$ cat config.mk
export PLATFORM = sky130hd
export DESIGN_NAME = mrcs_ctrl
export DESIGN_NICKNAME = d
export VERILOG_FILES = /design/src/matrix_row_col_sum_swap_engine_unit_defines.svh /design/src/mrcs_pkg.sv /design/src/mrcs_ctrl.sv
export SDC_FILE = /design/constraint.sdc
export NUM_CORES = 1
export LEC_CHECK = 0
export BUFFER_PORTS_ARGS = -buffer_cell sky130_fd_sc_hd__buf_2
export CAP_MARGIN = 10
export CORE_ASPECT_RATIO = 0.9
export CORE_MARGIN = 2
export CORE_UTILIZATION = 40
export CTS_CLUSTER_DIAMETER = 60
export DETAILED_ROUTE_END_ITERATION = 8
export PLACE_DENSITY = 0.71
export SYNTH_ARGS = -nofsm -noshare
export SYNTH_HDL_FRONTEND = slang
export SYNTH_SLANG_ARGS = --single-unit
$ cat constraint.sdc
create_clock -name i_clk -period 2.4 [get_ports i_clk]
set_input_delay 0.48 -clock i_clk [delete_from_list [all_inputs] [get_ports i_clk]]
set_output_delay 0.48 -clock i_clk [all_outputs]
set_load 0.05 [all_outputs]
$ cat src/matrix_row_col_sum_swap_engine_unit_defines.svh
// Assertion helpers for the matrix engine.
`ifndef MATRIX_ROW_COL_SUM_SWAP_ENGINE_UNIT_DEFINES_SVH
`define MATRIX_ROW_COL_SUM_SWAP_ENGINE_UNIT_DEFINES_SVH

// Same-cycle implication, checked outside reset.
`define MRCS_ASSERT_NOW(label, clk, rst_n, ante, cons) \
    label: assert property (@(posedge clk) disable iff (!(rst_n)) (ante) |-> (cons)) \
        else $error("mrcs: same-cycle check failed");

// Next-cycle implication, checked outside reset.
`define MRCS_ASSERT_NEXT(label, clk, rst_n, ante, cons) \
    label: assert property (@(posedge clk) disable iff (!(rst_n)) (ante) |=> (cons)) \
        else $error("mrcs: next-cycle check failed");

`endif

$ cat src/mrcs_pkg.sv
package mrcs_pkg;

    localparam int DEF_MAX_ROWS = 64;
    localparam int DEF_MAX_COLS = 64;

    localparam int KIND_W   = 3;
    localparam int IDX_W    = 6;
    localparam int DATA_W   = 32;
    localparam int TOTAL_W  = 38;
    localparam int ACC_W    = 40;
    localparam int CFG_W    = 7;
    localparam int CNT_W    = CFG_W;
    localparam int LIM_W    = 9;
    localparam int IN_TDATA_W  = 48;
    localparam int OUT_TDATA_W = 72;

    localparam logic CFG_ROWS = 1'b0;
    localparam logic CFG_COLS = 1'b1;

    localparam logic [CFG_W-1:0] CFG_RESET = 7'd64;

    typedef enum logic [KIND_W-1:0] {
        K_WRITE     = 3'd0,
        K_READ      = 3'd1,
        K_ROW_SUM   = 3'd2,
        K_COL_SUM   = 3'd3,
        K_SWAP_ROWS = 3'd4,
        K_SWAP_COLS = 3'd5
    } t_kind;

    typedef enum logic [1:0] {
        WR_ELEM = 2'd0,
        WR_A    = 2'd1,
        WR_B    = 2'd2
    } t_wr_sel;

    typedef struct packed {
        logic             load;
        logic             rd_en;
        logic             acc_en;
        logic             wr_en;
        t_wr_sel          wr_sel;
        logic [CNT_W-1:0] rd_idx;
        logic [CNT_W-1:0] wr_idx;
        logic             res_load;
    } t_dp_cmd;

    typedef struct packed {
        logic [KIND_W-1:0] kind;
        logic              err;
        logic              same;
        logic [CFG_W-1:0]  line_len;
        logic              out_free;
    } t_dp_stat;

endpackage

$ cat src/mrcs_ctrl.sv
module mrcs_ctrl (
    input  logic               i_clk,
    input  logic               i_rst_n,
    input  logic               i_s_tvalid,
    output logic               o_s_tready,
    input  mrcs_pkg::t_dp_stat i_stat,
    output mrcs_pkg::t_dp_cmd  o_cmd
);
    import mrcs_pkg::*;

    typedef enum logic [3:0] {
        S_IDLE, S_DECODE, S_WAIT, S_SUM, S_DRAIN,
        S_SW_RD, S_SW_WA, S_SW_WB, S_SW_TAIL, S_DONE
    } t_state;

    t_state           r_state;
    logic             r_rd_en;
    logic             r_acc_en;
    logic             r_wr_en;
    t_wr_sel          r_wr_sel;
    logic [CNT_W-1:0] r_rd_idx;
    logic [CNT_W-1:0] r_wr_idx;
    logic [CNT_W-1:0] r_cnt;
    logic [CNT_W:0]   w_cnt_inc;

    assign w_cnt_inc  = {1'b0, r_cnt} + 1'b1;
    assign o_s_tready = (r_state == S_IDLE);

    assign o_cmd.load     = (r_state == S_IDLE) && i_s_tvalid;
    assign o_cmd.rd_en    = r_rd_en;
    assign o_cmd.acc_en   = r_acc_en;
    assign o_cmd.wr_en    = r_wr_en;
    assign o_cmd.wr_sel   = r_wr_sel;
    assign o_cmd.rd_idx   = r_rd_idx;
    assign o_cmd.wr_idx   = r_wr_idx;
    assign o_cmd.res_load = (r_state == S_DONE) && i_stat.out_free;

    always_ff @(posedge i_clk) begin
        if (!i_rst_n) begin
            r_state  <= S_IDLE;
            r_rd_en  <= 1'b0;
            r_acc_en <= 1'b0;
            r_wr_en  <= 1'b0;
            r_wr_sel <= WR_ELEM;
            r_rd_idx <= '0;
            r_wr_idx <= '0;
            r_cnt    <= '0;
        end else begin
            // commands last one cycle unless set again below
            r_rd_en  <= 1'b0;
            r_acc_en <= 1'b0;
            r_wr_en  <= 1'b0;
            unique case (r_state)
                S_IDLE: begin
                    if (i_s_tvalid) begin
                        r_state <= S_DECODE;
                    end
                end
                S_DECODE: begin
                    r_cnt <= '0;
                    if (i_stat.err) begin
                        r_state <= S_DONE;
                    end else begin
                        unique case (i_stat.kind)
                            K_WRITE: begin
                                r_wr_en  <= 1'b1;
                                r_wr_sel <= WR_ELEM;
                                r_state  <= S_DONE;
                            end
                            K_READ: begin
                                r_rd_en  <= 1'b1;
                                r_rd_idx <= '0;
                                r_state  <= S_WAIT;
                            end
                            K_ROW_SUM, K_COL_SUM: begin
                                if (i_stat.line_len == '0) begin
                                    r_state <= S_DONE;
                                end else begin
                                    r_rd_en  <= 1'b1;
                                    r_acc_en <= 1'b1;
                                    r_rd_idx <= '0;
                                    r_cnt    <= CNT_W'(1);
                                    r_state  <= S_SUM;
                                end
                            end
                            K_SWAP_ROWS, K_SWAP_COLS: begin
                                if (i_stat.same || i_stat.line_len == '0) begin
                                    r_state <= S_DONE;
                                end else begin
                                    r_rd_en  <= 1'b1;
                                    r_rd_idx <= '0;
                                    r_state  <= S_SW_RD;
                                end
                            end
                            default: begin
                                r_state <= S_DONE;
                            end
                        endcase
                    end
                end
                S_WAIT: begin
                    r_state <= S_DONE;
                end
                S_SUM: begin
                    if (r_cnt < i_stat.line_len) begin
                        r_rd_en  <= 1'b1;
                        r_acc_en <= 1'b1;
                        r_rd_idx <= r_cnt;
                        r_cnt    <= w_cnt_inc[CNT_W-1:0];
                    end else begin
                        r_state <= S_DRAIN;
                    end
                end
                S_DRAIN: begin
                    r_state <= S_DONE;
                end
                S_SW_RD: begin
                    r_wr_en  <= 1'b1;
                    r_wr_sel <= WR_A;
                    r_wr_idx <= r_cnt;
                    r_state  <= S_SW_WA;
                end
                S_SW_WA: begin
                    // write the second line and fetch the next position together
                    r_wr_en  <= 1'b1;
                    r_wr_sel <= WR_B;
                    r_wr_idx <= r_cnt;
                    if (w_cnt_inc < {1'b0, i_stat.line_len}) begin
                        r_rd_en  <= 1'b1;
                        r_rd_idx <= w_cnt_inc[CNT_W-1:0];
                        r_cnt    <= w_cnt_inc[CNT_W-1:0];
                        r_state  <= S_SW_WB;
                    end else begin
                        r_state <= S_SW_TAIL;
                    end
                end
                S_SW_WB: begin
                    r_wr_en  <= 1'b1;
                    r_wr_sel <= WR_A;
                    r_wr_idx <= r_cnt;
                    r_state  <= S_SW_WA;
                end
                S_SW_TAIL: begin
                    r_state <= S_DONE;
                end
                S_DONE: begin
                    if (i_stat.out_free) begin
                        r_state <= S_IDLE;
                    end
                end
                default: begin
                    r_state <= S_IDLE;
                end
            endcase
        end
    end

endmodule

### Word level (Yosys, flattened, before mapping)

Index checks and enable logic that the tools add are counted.

| word-level totals | value |
|---|---|
| register bits | 30 |
| input bits | 16 |
| output and inout port bits | 22 |
| logic and storage cells | 89 |

| cells by class | value |
|---|---|
| add/sub/neg operators | 1 |
| $lt $le $gt $ge | 2 |
| equality and inequality tests | 24 |
| mux-type cells | 37 |
| reductions and logical operators | 17 |

Operators with widths:

| kind | count |
|---|---|
| $pmux 7 s3 | 3 |
| $mux 7 | 6 |
| $mux 4 | 7 |
| $pmux 4 s7 | 1 |
| $eq 4x3->1 const B | 4 |
| $mux 1 | 12 |
| $ne 2x2->1 const B | 6 |
| $pmux 4 s3 | 1 |
| $reduce_and 3->1 | 3 |
| $add 7x1->8 const B | 1 |
| $eq 4x2->1 const B | 2 |
| $eq 4x4->1 const B | 2 |
| $lt 8x7->1 | 1 |
| $logic_not 7->1 | 1 |
| $lt 7x7->1 | 1 |
| $reduce_and 7->1 | 1 |
| $eq 3x2->1 const B | 2 |
| $eq 3x3->1 const B | 2 |
| $ne 3x3->1 const B | 2 |
| $pmux 1 s3 | 2 |
| $pmux 2 s3 | 1 |
| $reduce_bool 3->1 | 2 |
| $reduce_or 2->1 | 3 |
| $reduce_or 3->1 | 2 |
| other kinds (10) | 13 |

### Depth between registers and ports, before layout

| depth | value |
|---|---|
| depth after elaboration | 6 |
| mapped depth | 12 |
| mapped depth without buffers | 10 |

### Worst setup path before layout

OpenSTA, ideal clock, no wires.

| timing | value |
|---|---|
| path kind | register -> output |
| from | register r_state[1] |
| to | output port o_cmd[20] (netlist name) |
| arrival time | 2.674 ns |
| required time | 1.920 ns |
| slack | -0.754 ns |
| stages on the path, launching flop included | 4 |
| buffers on the path | 1 |
| path through | dfxtp_1 > clkbuf_1 > nor4_1 > and2_1 |

RTL lines:

| what | RTL line | source |
|---|---|---|
| start: declaration | mrcs_ctrl.sv:16 | `t_state r_state;` |
| start signal: assignment | mrcs_ctrl.sv:40 | `r_state <= S_IDLE;` |
| start signal: assignment | mrcs_ctrl.sv:56 | `r_state <= S_DECODE;` |
| start signal: assignment | mrcs_ctrl.sv:62 | `r_state <= S_DONE;` |
| end: declaration | mrcs_ctrl.sv:7 | `output mrcs_pkg::t_dp_cmd o_cmd` |

### Worst setup path after layout

| timing | value |
|---|---|
| from | register r_cnt[1] |
| to | register r_rd_idx[4] |

| on the way | value |
|---|---|
| word-level cells in the longest chain between the ends | 4 |
| elaborated cells between the ends (all ways) | 8 |
| those cells by class | 1 x add/sub; 2 x order compare; 2 x eq/ne; 2 x mux; 1 x reduce/logical |

Ends and longest elaborated chain:

| what | RTL line | source |
|---|---|---|
| start: declaration | mrcs_ctrl.sv:23 | `logic [CNT_W-1:0] r_cnt;` |
| start signal: assignment | mrcs_ctrl.sv:109 | `r_cnt <= w_cnt_inc[CNT_W-1:0];` |
| start signal: assignment | mrcs_ctrl.sv:131 | `r_cnt <= w_cnt_inc[CNT_W-1:0];` |
| $add 7x1->8 | mrcs_ctrl.sv:26 | `assign w_cnt_inc = {1'b0, r_cnt} + 1'b1;` |
| $lt 8x7->1 | mrcs_ctrl.sv:128 | `if (w_cnt_inc < {1'b0, i_stat.line_len}) begin` |
| $ne 2x2->1 (no source line) | - |  |
| $reduce_and 7->1 (no source line) | - |  |
| end signal: assignment | mrcs_ctrl.sv:108 | `r_rd_idx <= r_cnt;` |
| end signal: assignment | mrcs_ctrl.sv:130 | `r_rd_idx <= w_cnt_inc[CNT_W-1:0];` |
| end: declaration | mrcs_ctrl.sv:21 | `logic [CNT_W-1:0] r_rd_idx;` |

Parallel ways exist; a longest one is shown, timed or not. The select of a mux whose other input is x is not followed.
A chain may end at the register's enable or synchronous reset.

==> flow_summary.toml <==
[run_status]
outcome = "completed"

[clock_network]
postCtsHoldBufs = 0
htreeDepth = 2
cts_root_buffer = "clkbuf_8"
insertion_delay_ns = 0.29
clk_pin_slew_ns = 0.07
clk_path_buf_depth = 2
clock_sinks = 30
numCtsBuffers = 5
cts_tree = "yes"

[setup_path]
critical_path_class = "register to register"
worstPathRequired_ns = 2.57
arrival_ns = 2.54
start_kind = "register"
endpoint_kind = "register"
crit_fanout = 5

[synthesis]
seq_area_frac_synth = 0.291
postSynthAreaPerCell_sq_um = 8.39
postSynthCellCount = 246
synth_edf_count = 0
synth_top_area_frac = 0.291
ys_types = 53
yosys_most_used_dff = "dfxtp_1"
synth_top_cell_by_area = "dfxtp_1"
yosys_warnings = 0
ys_top_cells_by_area = "dfxtp_1 29%, ha_1 9.1%, a21oi_1 7.3%"
synth_fp_nets = 277
async_flop_share = 0
synth.ff_latch_count = 30
netlist_area_sq_um = 2060
ys_top_cells_by_count = "30 x a21oi_1, 30 x dfxtp_1, 23 x nand2_1"

[timing]
rsz0062_at_grt = "true"
fin_skew_ns = 0.00605
finalSetupViolCount = 0
fin_crit_sh = 0.987
hold_viol_final = 0
slew_headroom = 0.648
fmax_mhz = 422
post-route-min-period_ns = 2.37
worstMarginPinSlew_ns = 0.527
slew_violations = 0

[power]
p_leak_nw = 1.15
intPower_mw = 0.975
seqPwrFrac = 0.366
p_switching_mw = 0.606
netSwitchingFraction = 0.383
pwr-share-clk = 0.271
irDropWorstVdd_mv = 0.550
combPwrFrac = 0.364
power_density_nw_per_um2 = 586

[route]
num_vias = 2054
wl_per_cell_um = 15.4
drt-initial-drc-count = 142
ant_nets = 0
vias_per_cell = 5.60
routed_wl_um = 5640
drt_pass1_iterations = 5
drcViolationCount = 0

[global_routing]
grtUsageTotal = 0.192
overflow = 0
grt_pass1_wl_um = 8710
grt_pass1_vias = 1827
antenna_found_initial = 0
grt_max_degree = 24

[die]
io_pins = 38
initial_core_util = 0.422
die-height_um = 72.1
core-area_sq_um = 4890
dieArea_sq_um = 5750
die_w_um = 79.7
fp-row-count = 24

[place]
hpwlAfterDp_um = 3970
placed_area_sq_um = 2410
gp_congestion = 0.914
post-place-cells = 352
port_buffers = 37

[finish]
fill_cells = 443
fin_cells = 367
syn_to_final_growth_pct = 30.9
antenna_cells = 0
fin_area_sq_um = 2700
multi_input_area_sq_um = 1460
drive_gt1_frac = 0.368
fin_nets = 332
seqCellArea_sq_um = 613

[run]
drv_cap = 0

[min_path]
hold_path.class = "register to register"
-- critical path, cell delays in order, from the launching register on --
cell      delay [ns]
dfxtp_4         0.38
and4_4          0.25
nand2_4         0.05
xnor2_1         0.12
ha_1            0.33
a21o_1          0.21
a21oi_2         0.14
o211a_4         0.21
o221ai_4        0.16
nor2_4          0.22
buf_12          0.13
a211oi_2        0.05
-- layout by cell type, fill, tap and decap left out, drive strengths merged, types with 2 or more instances in the layout --
cell type,netlist,final
a2111oi,2,2
a211o,2,2
a211oi,5,5
a21o,2,2
a21oi,30,30
a22oi,5,5
and2,3,3
and3,3,3
buf,10,65
clkbuf,8,6
dfxtp,30,30
ha,15,15
inv,10,10
mux2i,8,8
nand2,24,24
nand2b,2,2
nand3,7,7
nand3b,4,4
nand4,2,2
nor2,22,22
nor2b,5,5
nor3,8,8
nor3b,2,2
nor4,2,2
o211a,2,2
o211ai,3,3
o21a,4,4
o21ai,8,8
o221a,1,2
o41ai,2,2
xnor2,3,3
xor2,2,2
-- layout make-up --
class | count | share of cell area
clock buffers | 6 | 0.0306
inverters | 10 | 0.0139
multi-input cells | 189 | 0.541
clock inverters | 2 | 0.00463
flip-flops and latches | 30 | 0.227
repair buffers | 65 | 0.152
well taps | 65 | 0.0301
-- layer usage --
layer	wire [um]	GRT usage	part of all wire
met1	2670	0.284	0.47
met2	2460	0.283	0.44
met3	422	0.0336	0.075
met4	88	0.0632	0.016
met5	0	0	0
-- flip-flops by register name, summed over array words and instances, names as in the netlist --
register,count
r_cnt,7
r_rd_en,1
r_wr_en,1
r_state,4
r_acc_en,1
r_wr_idx,7
r_rd_idx,7
r_wr_sel,2
-- power by group through the flow --
stage / clock, mW / sequential (mW) / combinational [mW]
5_1_grt: 0.457 / 0.585 / 0.617
6_report: 0.428 / 0.578 / 0.575
4_1_cts: 0.438 / 0.578 / 0.549
3_3_place_gp: 0 / 0.590 / 0.498
3_5_place_dp: 0 / 0.590 / 0.505
2_1_floorplan: 0 / 0.646 / 0.339
-- stage by stage --
stage / setup slack (ns) / utilization / hold slack (ns) / total power [mW] / setup TNS (ns)
finish: 0.0312 / 0.552 / 0.471 / 1.58 / 0
global route: -0.0778 / 0.552 / 0.476 / 1.66 / -0.639
CTS: 0.0203 / 0.524 / 0.468 / 1.57 / 0
detailed placement: -0.0694 / 0.493 / 0.451 / 1.10 / -0.176
global placement: 0.0284 / 0.493 / 0.444 / 1.09 / 0
floorplan: 0.0172 / - / 0.496 / 0.985 / 0
-- repair_timing --
| item | 4_1_cts | 5_1_grt |
|---|---|---|
| setup buffers | 2 | 4 |
| pin swaps | 1 | 11 |
| cloned | 1 | 0 |
| endpoints found under the setup margin | 13 | 19 |
| gates resized for setup | 4 | 24 |
-- final timing paths --
check                                  from           to  slack (ns)  depth (start not counted)
worst max-delay path               r_cnt[1]  r_rd_idx[4]        0.03                         11
worst min-delay path            r_rd_idx[0]  r_rd_idx[0]        0.47                          2
worst max register to register     r_cnt[1]  r_rd_idx[4]        0.03                         11
worst min register to register  r_rd_idx[0]  r_rd_idx[0]        0.47                          2
-- logic make-up (layout without fill, tap and decap cells) --
group	count (synthesis)	in the layout	share of synthesized area
AND/OR/NAND/NOR	88	88	0.227
multiplexers	8	8	0.0388
XOR/XNOR	5	5	0.0212
flip-flops	30	30	0.291
AO/OA/AOI/OAI	72	73	0.266
buffers and inverters	28	83	0.0649
adder cells (fa/ha/maj)	15	15	0.0910
(Power assumes the default switching activity.)
